File: config.mk
export PLATFORM = sky130hd
export DESIGN_NAME = lru_key_value_cache
export DESIGN_NICKNAME = d
export VERILOG_FILES = /design/src/rtl/core/lkvc_pkg.sv /design/src/rtl/core/lkvc_front.sv /design/src/rtl/core/lkvc_back.sv /design/src/rtl/core/lru_key_value_cache.sv
export SDC_FILE = /design/constraint.sdc
export NUM_CORES = 2
export LEC_CHECK = 0
export ABC_AREA = 1
export BUFFER_PORTS_ARGS = -buffer_cell sky130_fd_sc_hd__buf_2
export CAP_MARGIN = 20
export CORE_MARGIN = 3
export CORE_UTILIZATION = 50
export CTS_CLUSTER_DIAMETER = 30
export CTS_CLUSTER_SIZE = 12
export DETAILED_ROUTE_END_ITERATION = 10
export PLACE_DENSITY = 0.66
export SETUP_SLACK_MARGIN = 0.3
export SLEW_MARGIN = 20
export SYNTH_ARGS = -nofsm -noshare
export SYNTH_HDL_FRONTEND = slang
export SYNTH_HIERARCHICAL = 1
export SYNTH_SLANG_ARGS = --single-unit
File: constraint.sdc
create_clock -name clk -period 5.15 [get_ports clk]
set_clock_uncertainty 0.1 [all_clocks]
set_input_delay 0.7725 -clock clk [delete_from_list [all_inputs] [get_ports clk]]
set_output_delay 0.7725 -clock clk [all_outputs]
set_load 0.01 [all_outputs]
File: src/rtl/core/lkvc_pkg.sv
// ----------------------------------------------------------------------------
// LRU key-value cache package
// Shared sizes, action and operation codes, request and result types.
// ----------------------------------------------------------------------------
`timescale 1ns / 1ps

package lkvc_pkg;

  localparam int ENTRIES     = 16;
  localparam int IDX_W       = $clog2(ENTRIES);
  localparam int CNT_W       = $clog2(ENTRIES + 1);
  localparam int CAP_W       = CNT_W;
  localparam int KEY_W       = 32;
  localparam int VAL_W       = 32;
  localparam int ACT_W       = 3;
  localparam int QUEUE_DEPTH = 2;
  localparam int QPTR_W      = $clog2(QUEUE_DEPTH);
  localparam int QCNT_W      = $clog2(QUEUE_DEPTH + 1);
  localparam int PADDR_W     = 3;
  localparam int PDATA_W     = 32;
  localparam int REGIDX_W    = PADDR_W - 2;

  localparam logic [ACT_W-1:0] ACT_GET    = 3'd0;
  localparam logic [ACT_W-1:0] ACT_PUT    = 3'd1;
  localparam logic [ACT_W-1:0] ACT_REMOVE = 3'd2;
  localparam logic [ACT_W-1:0] ACT_PROBE  = 3'd3;
  localparam logic [ACT_W-1:0] ACT_FLUSH  = 3'd4;

  localparam logic [REGIDX_W-1:0] REG_CAPACITY = '0;
  localparam logic [CAP_W-1:0]    CAP_RESET    = CAP_W'(ENTRIES);

  typedef enum logic [2:0] {
    OP_GET,
    OP_PUT,
    OP_REMOVE,
    OP_PROBE,
    OP_FLUSH,
    OP_NOP
  } op_t;

  typedef struct packed {
    logic [ACT_W-1:0] action;
    logic [KEY_W-1:0] lookup_key;
    logic [VAL_W-1:0] write_value;
  } req_t;

  typedef struct packed {
    logic             hit;
    logic [VAL_W-1:0] read_value;
    logic             evicted;
    logic [KEY_W-1:0] evicted_key;
    logic [CNT_W-1:0] entry_count;
  } rsp_t;

  typedef struct packed {
    op_t              op;
    logic [KEY_W-1:0] key;
    logic [VAL_W-1:0] value;
  } entry_t;

  typedef struct packed {
    logic   valid;
    entry_t entry;
  } cmd_t;

endpackage

File: src/rtl/core/lkvc_front.sv
// ----------------------------------------------------------------------------
// LRU key-value cache front end
// Accepts requests, decodes the action and queues them for the back end.
// ----------------------------------------------------------------------------
`timescale 1ns / 1ps

module lkvc_front (
  input  logic          clk,
  input  logic          rst,
  input  logic          start,
  output logic          busy,
  input  lkvc_pkg::req_t request,
  output lkvc_pkg::cmd_t cmd,
  input  logic          cmd_pop
);
  import lkvc_pkg::*;

  entry_t            queue [QUEUE_DEPTH];
  logic [QPTR_W-1:0] wr_ptr;
  logic [QPTR_W-1:0] rd_ptr;
  logic [QCNT_W-1:0] fill;
  logic              push;
  logic              pop;
  op_t               op_dec;

  always_comb begin
    case (request.action)
      ACT_GET:    op_dec = OP_GET;
      ACT_PUT:    op_dec = OP_PUT;
      ACT_REMOVE: op_dec = OP_REMOVE;
      ACT_PROBE:  op_dec = OP_PROBE;
      ACT_FLUSH:  op_dec = OP_FLUSH;
      default:    op_dec = OP_NOP;
    endcase
  end

  assign busy      = (fill == QCNT_W'(QUEUE_DEPTH));
  assign push      = start & ~busy;
  assign cmd.valid = (fill != '0);
  assign cmd.entry = queue[rd_ptr];
  assign pop       = cmd_pop & cmd.valid;

  always_ff @(posedge clk) begin
    if (rst) begin
      wr_ptr <= '0;
      rd_ptr <= '0;
      fill   <= '0;
    end else begin
      if (push) begin
        wr_ptr <= QPTR_W'(wr_ptr + 1'b1);
      end
      if (pop) begin
        rd_ptr <= QPTR_W'(rd_ptr + 1'b1);
      end
      if (push && !pop) begin
        fill <= QCNT_W'(fill + 1'b1);
      end else if (pop && !push) begin
        fill <= QCNT_W'(fill - 1'b1);
      end
    end
  end

  always_ff @(posedge clk) begin
    if (push) begin
      queue[wr_ptr] <= '{op: op_dec, key: request.lookup_key, value: request.write_value};
    end
  end

endmodule

File: src/rtl/core/lkvc_back.sv
// ----------------------------------------------------------------------------
// LRU key-value cache back end
// Looks up the queued request against all entries, then applies the
// recency and store update and issues the result.
// ----------------------------------------------------------------------------
`timescale 1ns / 1ps

module lkvc_back (
  input  logic                         clk,
  input  logic                         rst,
  input  logic [lkvc_pkg::CAP_W-1:0]   capacity,
  input  lkvc_pkg::cmd_t               cmd,
  output logic                         cmd_pop,
  output logic                         done,
  output lkvc_pkg::rsp_t               result
);
  import lkvc_pkg::*;

  typedef enum logic {
    S_IDLE,
    S_APPLY
  } state_t;

  state_t state;

  logic [KEY_W-1:0]   key_mem  [ENTRIES];
  logic [VAL_W-1:0]   val_mem  [ENTRIES];
  logic [ENTRIES-1:0] valid;
  logic [IDX_W-1:0]   rank     [ENTRIES];
  logic [CNT_W-1:0]   count;

  // lookup
  logic [ENTRIES-1:0] match;
  logic [ENTRIES-1:0] lru_oh;
  logic [ENTRIES-1:0] valid_after_evict;
  logic               hit_any;
  logic [IDX_W-1:0]   hit_idx;
  logic [IDX_W-1:0]   lru_idx;
  logic [CNT_W-1:0]   count_m1;
  logic [CAP_W-1:0]   cap_eff;
  logic               evict;
  logic               free_found;
  logic [IDX_W-1:0]   free_idx;
  logic               free_ev_found;
  logic [IDX_W-1:0]   free_ev_idx;

  // lookup registers
  op_t              l_op;
  logic             l_hit;
  logic [IDX_W-1:0] l_hit_idx;
  logic [IDX_W-1:0] l_lru_idx;
  logic             l_evict;
  logic             l_ins_found;
  logic [IDX_W-1:0] l_ins_idx;
  logic [KEY_W-1:0] l_key;
  logic [VAL_W-1:0] l_value;

  // apply
  logic [ENTRIES-1:0] valid_next;
  logic [IDX_W-1:0]   rank_next [ENTRIES];
  logic [CNT_W-1:0]   count_next;
  logic [IDX_W-1:0]   hit_rank;
  logic               key_we;
  logic               val_we;
  logic [IDX_W-1:0]   wr_idx;
  logic               take;

  assign cmd_pop = (state == S_IDLE);
  assign take    = cmd_pop & cmd.valid;

  always_comb begin
    if (capacity == '0) begin
      cap_eff = CAP_W'(1);
    end else if (capacity > CAP_W'(ENTRIES)) begin
      cap_eff = CAP_W'(ENTRIES);
    end else begin
      cap_eff = capacity;
    end
  end

  assign count_m1 = CNT_W'(count - 1'b1);

  always_comb begin
    hit_idx = '0;
    lru_idx = '0;
    for (int i = 0; i < ENTRIES; i++) begin
      match[i]  = valid[i] && (key_mem[i] == cmd.entry.key);
      lru_oh[i] = valid[i] && (CNT_W'(rank[i]) == count_m1);
      if (match[i]) begin
        hit_idx = hit_idx | IDX_W'(i);
      end
      if (lru_oh[i]) begin
        lru_idx = lru_idx | IDX_W'(i);
      end
    end
  end

  assign hit_any = |match;
  assign evict   = (cmd.entry.op == OP_PUT) && !hit_any && (count != '0)
                   && (count >= CNT_W'(cap_eff));
  assign valid_after_evict = valid & ~lru_oh;

  always_comb begin
    free_found    = 1'b0;
    free_idx      = '0;
    free_ev_found = 1'b0;
    free_ev_idx   = '0;
    for (int i = ENTRIES - 1; i >= 0; i--) begin
      if (!valid[i]) begin
        free_found = 1'b1;
        free_idx   = IDX_W'(i);
      end
      if (!valid_after_evict[i]) begin
        free_ev_found = 1'b1;
        free_ev_idx   = IDX_W'(i);
      end
    end
  end

  always_ff @(posedge clk) begin
    if (take) begin
      l_op        <= cmd.entry.op;
      l_hit       <= hit_any && (cmd.entry.op inside {OP_GET, OP_PUT, OP_REMOVE, OP_PROBE});
      l_hit_idx   <= hit_idx;
      l_lru_idx   <= lru_idx;
      l_evict     <= evict;
      l_ins_found <= evict ? free_ev_found : free_found;
      l_ins_idx   <= evict ? free_ev_idx : free_idx;
      l_key       <= cmd.entry.key;
      l_value     <= cmd.entry.value;
    end
  end

  assign hit_rank = rank[l_hit_idx];

  always_comb begin
    valid_next = valid;
    rank_next  = rank;
    count_next = count;
    key_we     = 1'b0;
    val_we     = 1'b0;
    wr_idx     = l_hit_idx;
    case (l_op)
      OP_GET, OP_PUT: begin
        if (l_hit) begin
          val_we = (l_op == OP_PUT);
          for (int i = 0; i < ENTRIES; i++) begin
            if (valid[i] && (rank[i] < hit_rank)) begin
              rank_next[i] = IDX_W'(rank[i] + 1'b1);
            end
          end
          rank_next[l_hit_idx] = '0;
        end else if (l_op == OP_PUT) begin
          if (l_evict) begin
            valid_next[l_lru_idx] = 1'b0;
            rank_next[l_lru_idx]  = '0;
            count_next            = CNT_W'(count - 1'b1);
          end
          if (l_ins_found) begin
            for (int i = 0; i < ENTRIES; i++) begin
              if (valid_next[i]) begin
                rank_next[i] = IDX_W'(rank_next[i] + 1'b1);
              end
            end
            key_we                = 1'b1;
            val_we                = 1'b1;
            wr_idx                = l_ins_idx;
            valid_next[l_ins_idx] = 1'b1;
            rank_next[l_ins_idx]  = '0;
            count_next            = CNT_W'(count_next + 1'b1);
          end
        end
      end
      OP_REMOVE: begin
        if (l_hit) begin
          for (int i = 0; i < ENTRIES; i++) begin
            if (valid[i] && (rank[i] > hit_rank)) begin
              rank_next[i] = IDX_W'(rank[i] - 1'b1);
            end
          end
          valid_next[l_hit_idx] = 1'b0;
          rank_next[l_hit_idx]  = '0;
          count_next            = CNT_W'(count - 1'b1);
        end
      end
      OP_FLUSH: begin
        valid_next = '0;
        rank_next  = '{default: '0};
        count_next = '0;
      end
      default: begin
      end
    endcase
  end

  always_ff @(posedge clk) begin
    if (rst) begin
      state <= S_IDLE;
      done  <= 1'b0;
    end else begin
      case (state)
        S_IDLE: begin
          done <= 1'b0;
          if (cmd.valid) begin
            state <= S_APPLY;
          end
        end
        S_APPLY: begin
          done                 <= 1'b1;
          result.hit           <= l_hit;
          result.read_value    <= (l_op == OP_GET && l_hit) ? val_mem[l_hit_idx] : '0;
          result.evicted       <= l_evict;
          result.evicted_key   <= l_evict ? key_mem[l_lru_idx] : '0;
          result.entry_count   <= count_next;
          state                <= S_IDLE;
        end
        default: begin
          done  <= 1'b0;
          state <= S_IDLE;
        end
      endcase
    end
  end

  always_ff @(posedge clk) begin
    if (rst) begin
      valid <= '0;
      rank  <= '{default: '0};
      count <= '0;
    end else if (state == S_APPLY) begin
      valid <= valid_next;
      rank  <= rank_next;
      count <= count_next;
    end
  end

  always_ff @(posedge clk) begin
    if (state == S_APPLY) begin
      if (key_we) begin
        key_mem[wr_idx] <= l_key;
      end
      if (val_we) begin
        val_mem[wr_idx] <= l_value;
      end
    end
  end

endmodule

File: src/rtl/core/lru_key_value_cache.sv
// ----------------------------------------------------------------------------
// LRU key-value cache
// Fully associative key-value store with least-recently-used replacement.
// ----------------------------------------------------------------------------
// Usage:
//   Requests enter on start/request; one is taken at each clock edge where
//   start is high and busy is low. Actions: get, put, remove, probe, flush.
//   Each request yields exactly one result on the result port, marked by done
//   for one cycle; the receiver must take it then.
//   A taken request passes the queue, the lookup registers and the result
//   registers before done rises. The back end takes a new request only after
//   applying the last one, as it looks up and then updates the entry registers.
//   A two-deep request queue sits between front and back; busy rises when it
//   is full.
//   The capacity register sits at byte address 0 of the APB port. Write it only
//   while idle and while the store is empty.
//   Reset empties the store, clears the queue and sets capacity to the entry
//   count. No result is lost, since the receiver cannot stall.
// ----------------------------------------------------------------------------
`timescale 1ns / 1ps

module lru_key_value_cache (
  input  logic                           clk,
  input  logic                           rst,
  input  logic                           start,
  output logic                           busy,
  input  lkvc_pkg::req_t                 request,
  output logic                           done,
  output lkvc_pkg::rsp_t                 result,
  input  logic                           psel,
  input  logic                           penable,
  input  logic                           pwrite,
  input  logic [lkvc_pkg::PADDR_W-1:0]   paddr,
  input  logic [lkvc_pkg::PDATA_W-1:0]   pwdata,
  output logic [lkvc_pkg::PDATA_W-1:0]   prdata,
  output logic                           pready
);
  import lkvc_pkg::*;

  logic [CAP_W-1:0]    capacity;
  logic [REGIDX_W-1:0] reg_idx;
  logic                reg_wr;
  cmd_t                cmd;
  logic                cmd_pop;

  assign pready  = 1'b1;
  assign reg_idx = paddr[PADDR_W-1:2];
  assign reg_wr  = psel & penable & pwrite & pready;
  assign prdata  = (reg_idx == REG_CAPACITY) ? PDATA_W'(capacity) : '0;

  always_ff @(posedge clk) begin
    if (rst) begin
      capacity <= CAP_RESET;
    end else if (reg_wr && (reg_idx == REG_CAPACITY)) begin
      capacity <= pwdata[CAP_W-1:0];
    end
  end

  lkvc_front u_front (
    .clk     (clk),
    .rst     (rst),
    .start   (start),
    .busy    (busy),
    .request (request),
    .cmd     (cmd),
    .cmd_pop (cmd_pop)
  );

  lkvc_back u_back (
    .clk      (clk),
    .rst      (rst),
    .capacity (capacity),
    .cmd      (cmd),
    .cmd_pop  (cmd_pop),
    .done     (done),
    .result   (result)
  );

endmodule

* Word-level counts from Yosys, hierarchy flattened
Memories as Yosys holds them, arrays and structs flattened. A register that Yosys moved wholly into a read port is not among the register bits.
Index checks and enable logic that the tools add are counted.
Widths: inputs -> output; s select.
** Storage, ports and cells
- Output and inout port bits :: 106
- Word-level logic and storage cells :: 655
- Memories kept :: 3
- Bits in writable memories :: 1158
- Flip-flop bits (word level) :: 185
** Memory list
- u_back.key_mem :: words 16, bits a word 32, read ports 17, clocked after memory_dff 1, write ports 1, line lkvc_back.sv:26 : logic [KEY_W-1:0] key_mem [ENTRIES];
- u_back.val_mem :: words 16, bits a word 32, read ports 1, clocked after memory_dff 1, write ports 1, line lkvc_back.sv:27 : logic [VAL_W-1:0] val_mem [ENTRIES];
- u_front.queue :: words 2, bits a word 67, read ports 1, clocked after memory_dff 1, write ports 1, line lkvc_front.sv:18 : entry_t queue [QUEUE_DEPTH];
** Operators by class
- Bitwise operators :: 25
- $lt $le $gt $ge :: 46
- $add $sub $neg :: 54
- Equality and inequality tests :: 47
- Mux-type cells :: 335
- Reductions and logical operators :: 103
** Operators with widths (number)
- $mux 4 :: 218
- $eq 32x32->1 :: 16
- $mux 64 :: 8
- $and 64x64->64 :: 4
- $not 64->64 :: 3
- $pmux 64 s3 :: 1
- $add 4x1->4 const B :: 32
- $mux 16 :: 8
- $eq 4x5->1 :: 16
- $logic_and 1x1->1 :: 78
- $gt 4x4->1 :: 16
- $lt 4x4->1 :: 16
- $sub 4x1->4 const B :: 16
- $mux 1 :: 59
- $mux 5 :: 11
- $and 16x16->16 :: 3
- $demux 4 s4 :: 3
- $not 16->16 :: 3
- $pmux 16 s3 :: 1
- $mux 3 :: 8
- $mux 2 :: 10
- $bmux 4 s4 :: 1
- $or 16x16->16 :: 1
- $reduce_or 16->1 :: 1
- 38 further kinds :: 77

* Longest topological paths before layout
- Word-level depth :: 22
- Mapped depth :: 30

* Cells and area by module
Netlist, hierarchy kept.
** Modules (own cells, without submodules)
- lkvc_back :: sequential area each 37085.6 um2, cells an instance 5704, instances 1, area each 61510.2 um2
- lkvc_front :: sequential area each 4124.0 um2, cells an instance 249, instances 1, area each 5206.2 um2
- lru_key_value_cache :: sequential area each 100.1 um2, cells an instance 76, instances 1, area each 491.7 um2

* Worst setup path before layout
OpenSTA, ideal clock, no wires.
- Kind :: in2reg
- From :: in rst
- To :: reg u_back/result[0] (netlist name)
- Data arrival time :: 4.101 ns
- Path slack :: 0.441 ns
- Path buffers :: 1
- Stages on the path :: 2
- Library setup time :: 0.508 ns
- Cells stage by stage :: clkbuf_1 nor2_1
** Between the ends
- Longest elaborated chain between the ends :: 2
** Ends and longest elaborated chain
- from (decl) :: line lru_key_value_cache.sv:24 : input logic rst,
- $not 1->1 (no source line)
- $reduce_and 2->1 (no source line)
Every way passes these cells.
A chain may end at the register's enable or synchronous reset.

==> run metrics <==
Final Max Tran Viols=0; Post-Synth Simple-Gate Area=10.94%; gpl congestion=1.100; Final setup viols=0; # rows=133; Crit Path Category=reg2reg; initial core utilization=50.74%; PnR worst setup slack=0.5293 ns; Synth Area in XOR/XNOR=3.427%; TritonCTS clock tree=yes; PwrDens=621.9 nW/um2; mux cell area share after synthesis=1.290%; Ys Warns=6; Worst-Skew Late Latency=0.91 ns; Post-CTS Setup Repair Bufs=0; Cells after Synth=6029; top post-synthesis cells by area=edfxtp_1 59%, nand2_1 4.6%, a22oi_1 4.3%; Detail Placement HPWL=182.8 mm; highest clock rate=216.4 MHz; io pins=214; synthesized area=67210 um2; prevailing post-synth register cell=edfxtp_1; Hold Path Sink=u_front/queue[0][46]$_DFFE_PP_; flop-to-flop setup slack=0.53 ns; Post-route DRC=0; top routing layer used=met5; run status=complete, no violations; Leak=28.97 nW; RSZ-0062 raised after global routing=false; Commonest cells post-synth=1311 x edfxtp_1, 828 x nand2_1, 505 x nor2_1; count of flip-flops with a built-in enable after synthesis=1311; Unique masters post-synth=59; Crit. End Element=register; share of the synthesized area in the top cell type=58.58%; Crit path required time=5.64 ns; crit start category=register; GRT Util Overall=39.04%; CTS sink count=1408; Hold Path Class=in2reg; fin cells=8421; top-count cell post-synth=edfxtp_1; Final Hold Fails=0; grt total ovfl=0; number of antenna violations at the first check in global routing=23; Slew headroom=23.00%; HP Start=request[46]; layout cells sized above 1=14.93%; post-synthesis compound-gate area fraction=15.35%; setup TNS=0 ns; core box area=132500 um2; die span in y=372.6 um; largest area contributor in the netlist=edfxtp_1; post-route ant nets=0; Avg Cell Area, Syn=11.15 um2; largest net degree at the start of global routing=124; first-pass GRT wire length=389.2 mm; met2 routed WL=116.9 mm; Seq/Total Area, Yosys=61.47%; register bit total from synthesis=1408; Worst EP arrival=5.11 ns; max-capacitance violation count=0; Final Critical Period=4.621 ns; H-tree Lvls=5; metal3 WL=39.07 mm; Max VDD drop=0.4311 mV; Nets=6643; vias in the first global route=52456; DR WL/cell=33.32 um; Metal-1 WL=102.4 mm; placed insts=7783; Min Hold Slack=0.06156 ns; Reg clk slew, reported paths=0.04 ns; worst-case reg-to-reg path depth=16; crit path max fanout=18; clock buffer count from CTS=321; Reg-to-Reg End=u_back/l_ins_found$_DFFE_PP_; initial DRC count=9176; vias per cell=6.657; port buffer count=156; clock tree buffer depth=4; Adder-Cell Fraction of Synth Area=2.253%; die area=138900 um2; CTS root buf=clkbuf_16; post-place setup slack=0.8788 ns; Tcrit/Tclk final=89.72%; die width=372.6 um; Area Growth Syn to Fin=21.38%; routed via count=56062; Async SR Flop Fraction=0%; drt pass-1 iters=9; main combinational cell family by area after synthesis=compound AO/OA/AOI/OAI gates; hold depth=1; final WL=280.6 mm; worst slew pin tran=1.155 ns
cell families (layout without fill, tap and decap cells):
family	count (synthesis)	after routing
adders and majority gates	121	121
xor gates and xnor gates	263	263
AOI/OAI and AO/OA	1585	1585
muxes	67	67
other	2	43
buffers and inverters	820	1416
DFF	1408	1408
and+or+nand+nor	1763	1763
cell type report:
| class | count | area [um2] |
|---|---|---|
| fill | 10384 | 50890 |
| timing repair buffer | 366 | 2690 |
| sequential | 1408 | 41310 |
| antenna | 15 | 37.54 |
| inverter | 490 | 1848 |
| tap | 1755 | 2196 |
| multi-input combinational | 3827 | 22830 |
| clock buffer | 373 | 8402 |
| clock inverter | 187 | 2255 |
critical path, stage by stage, from the launching register on:
cell	delay [ns]
dfxtp_4	0.61
buf_12	0.23
mux2_4	0.48
inv_2	0.59
o22ai_1	0.18
nor3_1	0.46
nand2_1	0.13
nor2_1	0.49
nand3_1	0.25
nand3_2	0.15
nor2_2	0.08
nand3_2	0.10
nand3_2	0.08
nor2_2	0.16
nand3_1	0.08
nand2_1	0.07
inv_1	0.04
routing by layer:
metal	vias to the layer above	global-route usage, %
met5	-	0
li1	23097	-
met2	4643	55.18
met4	16	25.78
met1	27196	51.26
met3	1110	12.97
power breakdown:
group | total [mW] | internal, mW | leakage [nW] | switching, mW
clock network | 20.2 | 13.8 | 5.16 | 6.36
logic | 13.9 | 3.69 | 11.1 | 10.2
registers | 16.6 | 14.7 | 12.7 | 1.87
cell usage in the layout, fill, tap and decap left out, types with 184 or more instances in the layout:
master and count:
a21oi_1 246, a22oi_1 384, clkbuf_16 324, edfxtp_1 1311, inv_1 431, nand2_1 827
nand3_1 228, nor2_1 465, o21ai_0 371, o22ai_1 216, xor2_1 184
timing repair:
action / 4_1_cts / 5_1_grt
gates resized for setup: 0 / 1
hold endpoints to repair: 124 / 0
endpoints found under the setup margin: 0 / 1
hold buffers: 63 / 0
per-stage QoR:
| step | cell area (um2) | total power, mW | util, % |
|---|---|---|---|
| 6_report | 81570 | 50.73 | 61.58 |
| 5_1_grt | 81540 | 52.03 | 61.56 |
| 4_1_cts | 81530 | 50.05 | 61.55 |
| 3_5_place_dp | 70240 | 29.86 | 53.03 |
| 3_3_place_gp | 70240 | 29.72 | 53.03 |
| 2_1_floorplan | 67310 | 24.04 | - |
worst max path at each step:
stage                                       from                      endpoint  slack, ns  cells past startpoint
6_report                                register  u_back/l_ins_found$_DFFE_PP_       0.53                     16
3_3_place_gp                            register  u_back/l_ins_found$_DFFE_PP_       0.87                     18
4_1_cts        u_back/l_hit_idx[0]$_SDFFCE_PP1P_  u_back/rank[27]$_SDFFE_PP0P_       0.85                     20
2_1_floorplan                                rst    u_back/result[0]$_DFFE_PP_       0.44                      2
5_1_grt        u_back/l_hit_idx[1]$_SDFFCE_PP1P_  u_back/rank[63]$_SDFFE_PP0P_       0.43                     19
3_5_place_dp   u_back/l_hit_idx[0]$_SDFFCE_PP1P_  u_back/rank[27]$_SDFFE_PP0P_       0.88                     20
registers in the layout (all words and copies together), names as in the netlist, 3 cells and up, named ones only:
signal	cells
capacity	5
u_back/count	5
u_back/key_mem	512
u_back/l_hit_idx	4
u_back/l_ins_idx	4
u_back/l_key	32
u_back/l_lru_idx	4
u_back/l_op	3
u_back/l_value	32
u_back/rank	64
u_back/result	71
u_back/val_mem	512
u_back/valid	16
u_front/queue	134
Power figures use the tool's default switching activity.
